--- src/fmsu_pkg.sv ---
// Package for the fp64 modf split unit: field widths, constants and types.
// No dependencies.
`default_nettype none
package fmsu_pkg;
  localparam int unsigned WordW = 64;
  localparam int unsigned MantW = 52;
  localparam int unsigned ExpW  = 11;
  localparam logic [ExpW-1:0]  ExpAll  = 11'h7ff;
  localparam logic [ExpW-1:0]  ExpBias = 11'h3ff;
  localparam logic [WordW-1:0] QnanBits = 64'h7ff8_0000_0000_0000;

  typedef enum logic [1:0] {
    CASE_PASS  = 2'd0,
    CASE_SMALL = 2'd1,
    CASE_NAN   = 2'd2,
    CASE_SPLIT = 2'd3
  } case_t;

  typedef struct packed {
    logic              sign;
    logic [ExpW-1:0]   bexp;
    logic [MantW-1:0]  frac;
    logic [MantW-1:0]  keep_mant;
    logic [5:0]        e;
    case_t             kind;
  } s1_t;
endpackage
`default_nettype wire

--- src/fp64_modf_split_unit_top.sv ---
// fp64 modf split unit top: splits a double into fractional and integer parts.
// Uses fmsu_pkg.
//
// Three-stage pipeline, one transaction per cycle while not stalled. Stage 1
// classifies and masks the mantissa, stage 2 finds the leading one of the
// fraction, stage 3 shifts it up and builds the exponent. A stall freezes all
// stages; a stage that is empty still accepts.
`default_nettype none
module fp64_modf_split_unit_top (
  input  wire                        clk,
  input  wire                        rst_n,
  input  wire                        in_valid,
  output logic                       in_ready,
  input  wire  [fmsu_pkg::WordW-1:0] in_value_bits,
  output logic                       out_valid,
  input  wire                        out_ready,
  output logic [fmsu_pkg::WordW-1:0] out_fraction_bits,
  output logic [fmsu_pkg::WordW-1:0] out_integer_bits
);
  import fmsu_pkg::*;

  logic v1_r, v2_r, v3_r;
  logic en1, en2, en3;
  s1_t  s1_r, s1_nxt, s2_r;
  logic [5:0] p2_r, p2_nxt;
  logic [WordW-1:0] frac_r, frac_nxt, int_r, int_nxt;

  assign en3 = !v3_r || out_ready;
  assign en2 = !v2_r || en3;
  assign en1 = !v1_r || en2;
  assign in_ready = en1;
  assign out_valid = v3_r;
  assign out_fraction_bits = frac_r;
  assign out_integer_bits  = int_r;

  always_comb begin
    logic [ExpW-1:0] be;
    logic [MantW-1:0] m, mask;
    logic [ExpW:0] ediff;
    be = in_value_bits[WordW-2 -: ExpW];
    m  = in_value_bits[MantW-1:0];
    ediff = {1'b0, be} - {1'b0, ExpBias};
    s1_nxt.sign = in_value_bits[WordW-1];
    s1_nxt.bexp = be;
    s1_nxt.e = ediff[5:0];
    mask = {MantW{1'b1}} >> ediff[5:0];
    s1_nxt.frac = m & mask;
    s1_nxt.keep_mant = m & ~mask;
    if (be == ExpAll && m != '0) begin
      s1_nxt.kind = CASE_NAN;
    end else if (be >= ExpBias + 11'd52) begin
      s1_nxt.kind = CASE_PASS;
    end else if (be < ExpBias) begin
      s1_nxt.kind = CASE_SMALL;
    end else begin
      s1_nxt.kind = CASE_SPLIT;
    end
  end

  always_comb begin
    p2_nxt = '0;
    for (int i = 0; i < MantW; i++) begin
      if (s1_r.frac[i]) p2_nxt = 6'(i);
    end
  end

  always_comb begin
    logic [MantW-1:0] fm;
    logic [ExpW-1:0] fe;
    fm = s2_r.frac << (6'd52 - p2_r);
    fe = ExpBias - 11'd52 + {5'd0, p2_r} + {5'd0, s2_r.e};
    case (s2_r.kind)
      CASE_NAN: begin
        frac_nxt = QnanBits;
        int_nxt  = QnanBits;
      end
      CASE_PASS: begin
        frac_nxt = {s2_r.sign, 63'd0};
        int_nxt  = {s2_r.sign, s2_r.bexp, s2_r.keep_mant | s2_r.frac};
      end
      CASE_SMALL: begin
        frac_nxt = {s2_r.sign, s2_r.bexp, s2_r.frac | s2_r.keep_mant};
        int_nxt  = {s2_r.sign, 63'd0};
      end
      default: begin
        int_nxt = {s2_r.sign, s2_r.bexp, s2_r.keep_mant};
        if (s2_r.frac == '0) frac_nxt = {s2_r.sign, 63'd0};
        else frac_nxt = {s2_r.sign, fe, fm};
      end
    endcase
  end

  always_ff @(posedge clk) begin
    if (!rst_n) begin
      v1_r <= 1'b0;
      v2_r <= 1'b0;
      v3_r <= 1'b0;
    end else begin
      if (en1) v1_r <= in_valid;
      if (en2) v2_r <= v1_r;
      if (en3) v3_r <= v2_r;
    end
  end

  always_ff @(posedge clk) begin
    if (en1) s1_r <= s1_nxt;
    if (en2) begin
      s2_r <= s1_r;
      p2_r <= p2_nxt;
    end
    if (en3) begin
      frac_r <= frac_nxt;
      int_r  <= int_nxt;
    end
  end

  a_stall_hold: assert property (@(posedge clk) disable iff (!rst_n)
    out_valid && !out_ready |=> out_valid && $stable(out_integer_bits))
    else $error("result changed under stall");
  a_nan_both: assert property (@(posedge clk) disable iff (!rst_n)
    out_valid && out_integer_bits == QnanBits |-> out_fraction_bits == QnanBits)
    else $error("nan split mismatch");
  a_sign_same: assert property (@(posedge clk) disable iff (!rst_n)
    out_valid |-> out_fraction_bits[WordW-1] == out_integer_bits[WordW-1])
    else $error("sign mismatch");
endmodule
`default_nettype wire
--- config.mk ---
export PLATFORM = sky130hd
export DESIGN_NAME = fp64_modf_split_unit_top
export DESIGN_NICKNAME = d
export VERILOG_FILES = /design/src/fmsu_pkg.sv /design/src/fp64_modf_split_unit_top.sv
export SDC_FILE = /design/constraint.sdc
export NUM_CORES = 1
export LEC_CHECK = 0
export ABC_AREA = 1
export BUFFER_PORTS_ARGS = -buffer_cell sky130_fd_sc_hd__buf_4
export CAP_MARGIN = 20
export CELL_PAD_IN_SITES_DETAIL_PLACEMENT = 1
export CELL_PAD_IN_SITES_GLOBAL_PLACEMENT = 2
export CORE_AREA = 2 2 223 225
export DETAILED_ROUTE_END_ITERATION = 12
export DIE_AREA = 0 0 225 227
export HOLD_SLACK_MARGIN = 0.15
export PLACE_DENSITY_LB_ADDON = 0.05
export SYNTH_ARGS = -nofsm -noshare
export SYNTH_HDL_FRONTEND = slang
export SYNTH_SLANG_ARGS = --single-unit
--- constraint.sdc ---
create_clock -name clk -period 9.9 [get_ports clk]
set_input_delay 0.99 -clock clk [delete_from_list [all_inputs] [get_ports clk]]
set_output_delay 0.99 -clock clk [all_outputs]
set_load 0.005 [all_outputs]
==> impl_metrics.env, run 1 <==
export IMPL_tns_ns=0
export IMPL_routed_wl_microns=65080
export IMPL_cp_required_ns=10.17
export IMPL_maxSlewViolCount=0
export IMPL_numCtsBuffers=42
export IMPL_synth_top_area_share_pct=62.37
export IMPL_p_leak_nw=9.420
export IMPL_synth_most_common_cell="edfxtp_1"
export IMPL_crit_path_end_kind="flop"
export IMPL_hold_path_class="reg2reg"
export IMPL_first_pass_iters=5
export IMPL_cts_sinks=384
export IMPL_fp_dieArea_sq_um=51080
export IMPL_via_per_inst=5.282
export IMPL_cp_num_buf_inv=4
export IMPL_clock_skew_ns=0.01315
export IMPL_slew_headroom_pct=27.70
export IMPL_synth_area_sq_um=18340
export IMPL_period_needed_ns=4.184
export IMPL_hold_viol=0
export IMPL_grt_max_degree=80
export IMPL_p_per_area_nw_per_um2=232.3
export IMPL_final_nets=2062
export IMPL_die_w_microns=225
export IMPL_fp_row_count=81
export IMPL_start_util_pct=37.79
export IMPL_outcome="finished clean"
export IMPL_tightest_slew_ns=1.084
export IMPL_avgSynthCellArea_sq_um=10.23
export IMPL_crit_family="buffers and inverters"
export IMPL_crit_chain="buf_4 > inv_2 > ha_1 > buf_4 > inv_2 > mux2i_1 > mux2i_1 > nand2_1 > nand2_1 > o21ai_1 > o211ai_1"
export IMPL_cts_htree_levels=2
export IMPL_area_growth_pct=19.04
export IMPL_ctsResizeCount=0
export IMPL_slowest_delay_ns=0.57
export IMPL_hpwlAfterDp_microns=51070
export IMPL_pre_cts_slack_ns=5.752
export IMPL_crit_type="reg2reg"
export IMPL_drive_above_1_share_pct=15.42
export IMPL_ir_worst_vdd_uv=116.2
export IMPL_clock_latency_ns=0.56
export IMPL_grt_overflow=0
export IMPL_grt_pass1_wl_microns=93340
export IMPL_place_gp_congestion=0.8942
export IMPL_wl_per_cell_microns=24.73
export IMPL_synth_edf_count=381
export IMPL_path_clk_slew_ns=0.06
export IMPL_cpMaxStageDelayCell="inv_2"
export IMPL_cts_tree="yes"
export IMPL_cp_start_kind="flop"
export IMPL_cts_setup_buffers=0
export IMPL_postRouteAntennaNets=0
export IMPL_max_freq_mhz=239.0
export IMPL_diodes=0
export IMPL_antenna_found_initial=0
export IMPL_cts_path_max_buffers=3
export IMPL_first_iter_violations=1114
export IMPL_port_buffer_count=197
export IMPL_yosysTopAreaCell="edfxtp_1"
export IMPL_ys_warn_count=0
export IMPL_yosysSeqAreaShare_pct=62.70
export IMPL_vias=13903
export IMPL_grt_util_all_layers_pct=25.46
export IMPL_setup_violations_final=0
export IMPL_drc=0
export IMPL_syn_nets=1880
export IMPL_boundaryPins=198
export IMPL_synth_common_cells="edfxtp_1 (381), nand2_1 (349), inv_1 (222)"
export IMPL_synth_flop_cell="edfxtp_1"
export IMPL_nFillCells=5470
export IMPL_rsz0062_at_grt="false"
export IMPL_setup_ws_ns=5.716
export IMPL_ys_types=41
export IMPL_holdBufCountCts=0
export IMPL_die_h_microns=227
export IMPL_syn_inst=1794
export IMPL_async_flop_share_pct=0
export IMPL_period_share_pct=42.27
export IMPL_coreArea_sq_um=48550
export IMPL_synth_top_cells_by_area="edfxtp_1 (62%), nand2_1 (7.1%), inv_1 (4.5%), nor2_1 (3.8%), mux2i_1 (3.7%)"
export IMPL_drv_cap=0
export IMPL_worstPathArrival_ns=4.45
export IMPL_grt_pass1_vias=14111
export IMPL_ctsRootBufferMaster="clkbuf_16"
export IMPL_cp_max_fo=69
export IMPL_synth_seq_cells=384
-- metal layers --
metal	vias to the layer above	wire length, microns	GRT usage, %	share of wire (%)
met5	-	0	0	0
met4	0	2469	9.549	3.8
met3	95	2940	4.272	4.5
met2	342	28870	38.81	44
met1	6912	30800	36.54	47
li1	6554	-	-	-
-- cells in the final DEF (no fill, tap or decap), drive strengths merged, types with 11 or more instances in the layout --
cell,n
clkinv,23
o211ai,11
a21oi,124
nand2,349
nor2,184
nor4,18
nand3,39
edfxtp,381
nand4,21
inv,237
nor3,28
o21ai,153
o221ai,11
ha,16
o22ai,28
clkbuf,55
buf,214
mux2i,68
-- area by class of cell --
type	count	area, sq um	area share [%]
clock buffers	55	1161	5.317
clock inverters	23	195.2	0.8939
inverters	248	1030	4.716
multi-input cells	1086	5564	25.48
flip-flops and latches	384	11500	52.67
well taps	622	778.2	3.564
repair buffers	214	1607	7.357
-- path summary, 6_finish.rpt --
kind,depth (start not counted),endpoint,startpoint,slack [ns]
worst max-delay path,11,out_fraction_bits[49]$_DFFE_PP_,p2_r[0]$_SDFFCE_PP1P_,5.72
worst min-delay path,0,s2_r[122]$_DFFE_PP_,s1_r[122]$_DFFE_PP_,0.42
worst max register to register,11,out_fraction_bits[49]$_DFFE_PP_,p2_r[0]$_SDFFCE_PP1P_,5.72
worst min register to register,0,s2_r[122]$_DFFE_PP_,s1_r[122]$_DFFE_PP_,0.42
-- per-stage QoR --
stage | hold slack, ns | instances | util, % | total power [mW] | cell area [sq um]
2_1_floorplan | 0.4003 | 1794 | - | 2.955 | 18340
3_3_place_gp | 0.4023 | 2554 | 42.19 | 3.560 | 20480
3_5_place_dp | 0.4052 | 2554 | 42.19 | 3.566 | 20480
4_1_cts | 0.4197 | 2632 | 44.98 | 5.107 | 21840
5_1_grt | 0.4252 | 2632 | 44.98 | 5.311 | 21840
6_report | 0.4182 | 2632 | 44.98 | 5.072 | 21840
-- sequential cells by signal, summed over array words and instances (netlist names) --
register,cells
v2_r,1
s2_r,124
s1_r,124
out_integer_bits,63
v1_r,1
out_fraction_bits,64
out_valid,1
p2_r,6
-- power by group --
part / leakage [nW] / total (mW) / switching [mW] / internal (mW)
registers: 4.37 / 2.07 / 0.106 / 1.96
clock network: 0.668 / 1.54 / 0.651 / 0.884
logic: 4.38 / 1.47 / 0.990 / 0.480
-- kinds of logic (layout without fill, tap and decap cells) --
family / count (synthesis) / count (layout) / synth area share (%)
AND/OR/NAND/NOR: 643 / 643 / 14.20
flip-flops: 384 / 384 / 62.70
AO/OA/AOI/OAI: 351 / 351 / 10.61
buffers and inverters: 324 / 540 / 7.182
multiplexers: 68 / 68 / 3.711
adder cells (fa/ha/maj): 18 / 18 / 1.310
XOR/XNOR: 6 / 6 / 0.2865
(Power assumes the default switching activity.)
==> inputs of run 2 (changes only) <==
- ABC_AREA: 1 -> 0
- CORE_AREA: 2 2 223 225 -> 2 2 227 229
- DIE_AREA: 0 0 225 227 -> 0 0 229 231
- clock period: 9.9 -> 3.4 ns (I/O delays scaled with it)
==> impl_metrics.env, run 2 <==
export IMPL_coreArea_sq_um=50680
export IMPL_outcome="finished clean"
export IMPL_syn_nets=1565
export IMPL_crit_path_end_kind="flop"
export IMPL_cts_tree="yes"
export IMPL_clock_skew_ns=0.01395
export IMPL_p_per_area_nw_per_um2=685.8
export IMPL_synth_edf_count=381
export IMPL_cp_start_kind="flop"
export IMPL_final_core_util_pct=45.85
export IMPL_synth_top_cells_by_area="edfxtp_1 (62%), mux2i_1 (4.2%), mux4_2 (4.1%), nand2_1 (3.3%), nor2_1 (2.6%)"
export IMPL_wl_per_cell_microns=28.60
export IMPL_hold_viol=0
export IMPL_min_to="out_valid$_SDFFE_PN0P_"
export IMPL_first_iter_violations=1196
export IMPL_max_freq_mhz=301.1
export IMPL_rsz0062_at_grt="false"
export IMPL_r2r_slack_ns=0.08
export IMPL_drc=0
export IMPL_final_nets=1874
export IMPL_grt_overflow=0
export IMPL_cts_path_max_buffers=3
export IMPL_hold_path_class="in2reg"
export IMPL_power_mw=15.94
export IMPL_routed_wl_microns=71500
export IMPL_vias=13965
export IMPL_p_int_mw=10.39
export IMPL_drv_cap=0
export IMPL_cts_sinks=384
export IMPL_seqPwrFrac_pct=38.3
export IMPL_crit_path_frequent_cell="o31ai_1"
export IMPL_final_common_cell="edfxtp_1"
export IMPL_ir_worst_vdd_uv=387.5
export IMPL_nFillCells=5332
export IMPL_crit_type="reg2reg"
export IMPL_grt_max_degree=131
export IMPL_rr_startpoint="p2_r[1]$_SDFFCE_PP1P_"
export IMPL_antenna_found_initial=4
export IMPL_cp_required_ns=3.77
export IMPL_pre_cts_slack_ns=-0.2980
export IMPL_syn_inst=1479
export IMPL_netSwitchingPower_mw=5.542
export IMPL_ys_types=71
export IMPL_postRouteAntennaNets=0
export IMPL_yosysTopAreaCell="edfxtp_1"
export IMPL_worstRegToRegCells=9
export IMPL_path_clk_slew_ns=0.06
export IMPL_ctsRootBufferMaster="clkbuf_16"
export IMPL_ys_warn_count=0
export IMPL_power_frac_comb_pct=33.3
export IMPL_hpwlAfterDp_microns=55390
export IMPL_clock_latency_ns=0.58
export IMPL_tightest_slew_ns=1.021
export IMPL_final_cell_mix="edfxtp_1 (381), buf_4 (270), nand2_1 (163)"
export IMPL_synth_seq_cells=384
export IMPL_place_gp_congestion=0.9534
export IMPL_yosysSeqAreaShare_pct=62.01
export IMPL_grt_pass1_vias=14086
export IMPL_worstPathArrival_ns=3.69
export IMPL_slowest_delay_ns=0.60
export IMPL_grt_util_all_layers_pct=26.76
export IMPL_grt_pass1_wl_microns=101800
export IMPL_swShare_pct=34.77
export IMPL_async_flop_share_pct=0
export IMPL_maxSlewViolCount=0
export IMPL_period_share_pct=97.69
export IMPL_die_h_microns=231
export IMPL_area_growth_pct=25.28
export IMPL_port_buffer_count=197
export IMPL_die_w_microns=229
export IMPL_crit_chain="inv_1 > ha_2 > buf_12 > mux2i_1 > mux2i_2 > nor3_2 > o31ai_1 > a21oi_2 > o31ai_1"
export IMPL_cp_max_fo=15
export IMPL_hold_depth=3
export IMPL_synth_flop_cell="edfxtp_1"
export IMPL_synth_area_sq_um=18550
export IMPL_slew_headroom_pct=31.41
export IMPL_cp_num_buf_inv=2
export IMPL_boundaryPins=198
export IMPL_fp_dieArea_sq_um=52900
export IMPL_drive_above_1_share_pct=22.11
export IMPL_start_util_pct=36.60
export IMPL_avgSynthCellArea_sq_um=12.54
export IMPL_cts_htree_levels=2
export IMPL_p_leak_nw=9.298
export IMPL_whs_ns=0.2195
export IMPL_synth_most_common_cell="edfxtp_1"
export IMPL_synth_common_cells="edfxtp_1 (381), nand2_1 (164), nor2_1 (127)"
export IMPL_setup_violations_final=0
export IMPL_crit_family="compound AO/OA/AOI/OAI gates"
export IMPL_timing_rr_end="out_fraction_bits[50]$_DFFE_PP_"
export IMPL_cpMaxStageDelayCell="ha_2"
export IMPL_dp_cells=2357
export IMPL_via_per_inst=5.586
export IMPL_fp_row_count=83
export IMPL_period_needed_ns=3.322
export IMPL_pwr_share_clk_pct=28.4
export IMPL_numCtsBuffers=43
export IMPL_setup_ws_ns=0.07844
export IMPL_final_cells=2500
export IMPL_min_from="out_ready"
export IMPL_synth_top_area_share_pct=61.68
export IMPL_first_pass_iters=5
[run 2: changes by cell type in the layout (fill, tap and decap cells not counted), moves of 26 or more]
cell and delta:
nor4_1 +26, a21oi_1 -65, nand2_1 -183, nor2_1 -57, o21ai_1 -33, inv_1 -173, mux4_2 +34, and2_1 +34
buf_4 +56, dlygate4sd3_1 +66
[run 2: layer usage]
metal	global-route usage, %	part of all wire [%]
met1	38.26	46
met2	43.20	47
met4	7.265	2.5
met3	3.174	4.6
met5	0	0
[run 2: how the worst max path moves through the flow]
stage                                 startpoint                              end  depth (start not counted)
after floorplan           out_valid$_SDFFE_PN0P_            s1_r[0]$_SDFFCE_PP0P_                          2
final                      p2_r[1]$_SDFFCE_PP1P_  out_fraction_bits[50]$_DFFE_PP_                          9
after global routing       p2_r[1]$_SDFFCE_PP1P_  out_fraction_bits[24]$_DFFE_PP_                          9
after detailed placement   p2_r[1]$_SDFFCE_PP1P_  out_fraction_bits[18]$_DFFE_PP_                          9
after CTS                  p2_r[1]$_SDFFCE_PP1P_  out_fraction_bits[24]$_DFFE_PP_                          9
after global placement     p2_r[1]$_SDFFCE_PP1P_  out_fraction_bits[18]$_DFFE_PP_                          9
[run 2: worst reg2reg max path, stage by stage, from the launching register on]
cell and delay [ns]:
edfxtp_1 0.42, inv_1 0.10, ha_2 0.60, buf_12 0.23, mux2i_1 0.12, mux2i_2 0.48
nor3_2 0.18, o31ai_1 0.48, a21oi_2 0.21, o31ai_1 0.30
[run 2: cells by family after synthesis]
logic type | Yosys count | synth area share [%]
XOR/XNOR | 10 | 0.4722
flip-flops | 384 | 62.01
AO/OA/AOI/OAI | 307 | 10.64
buffers and inverters | 127 | 3.123
adder cells (fa/ha/maj) | 29 | 1.889
multiplexers | 123 | 9.006
AND/OR/NAND/NOR | 499 | 12.86
[run 2: layout make-up]
| type | count | area (sq um) | area share, % |
|---|---|---|---|
| flip-flops and latches | 384 | 11500 | 49.49 |
| multi-input cells | 968 | 6563 | 28.24 |
| repair buffers | 341 | 2779 | 11.96 |
| clock buffers | 53 | 1114 | 4.792 |
| well taps | 680 | 850.8 | 3.661 |
| clock inverters | 22 | 234.0 | 1.007 |
| inverters | 50 | 191.4 | 0.8238 |
| diodes | 2 | 5.005 | 0.02154 |
[run 2: what timing repair did]
action / in CTS / in global routing
resized for setup: 2 / 2
hold buffers: 66 / 0
endpoints found under the hold margin: 113 / 0
buffers inserted: 0 / 0
setup endpoints to repair: 2 / 3
[run 2: per-stage QoR]
step           instance area (sq um)  setup TNS, ns
4_1_cts                        23220              0
3_5_place_dp                   21210        -0.5437
5_1_grt                        23230              0
2_1_floorplan                  18560        -0.7780
3_3_place_gp                   21200        -0.6420
6_report                       23240              0
[run 2: power by group through the flow]
stage	clock (mW)	combinational [mW]	sequential, mW
2_1_floorplan	0	3.07	6.01
3_3_place_gp	0	5.20	6.18
3_5_place_dp	0	5.17	6.20
4_1_cts	4.63	5.26	6.10
5_1_grt	4.79	5.62	6.14
6_report	4.53	5.30	6.10
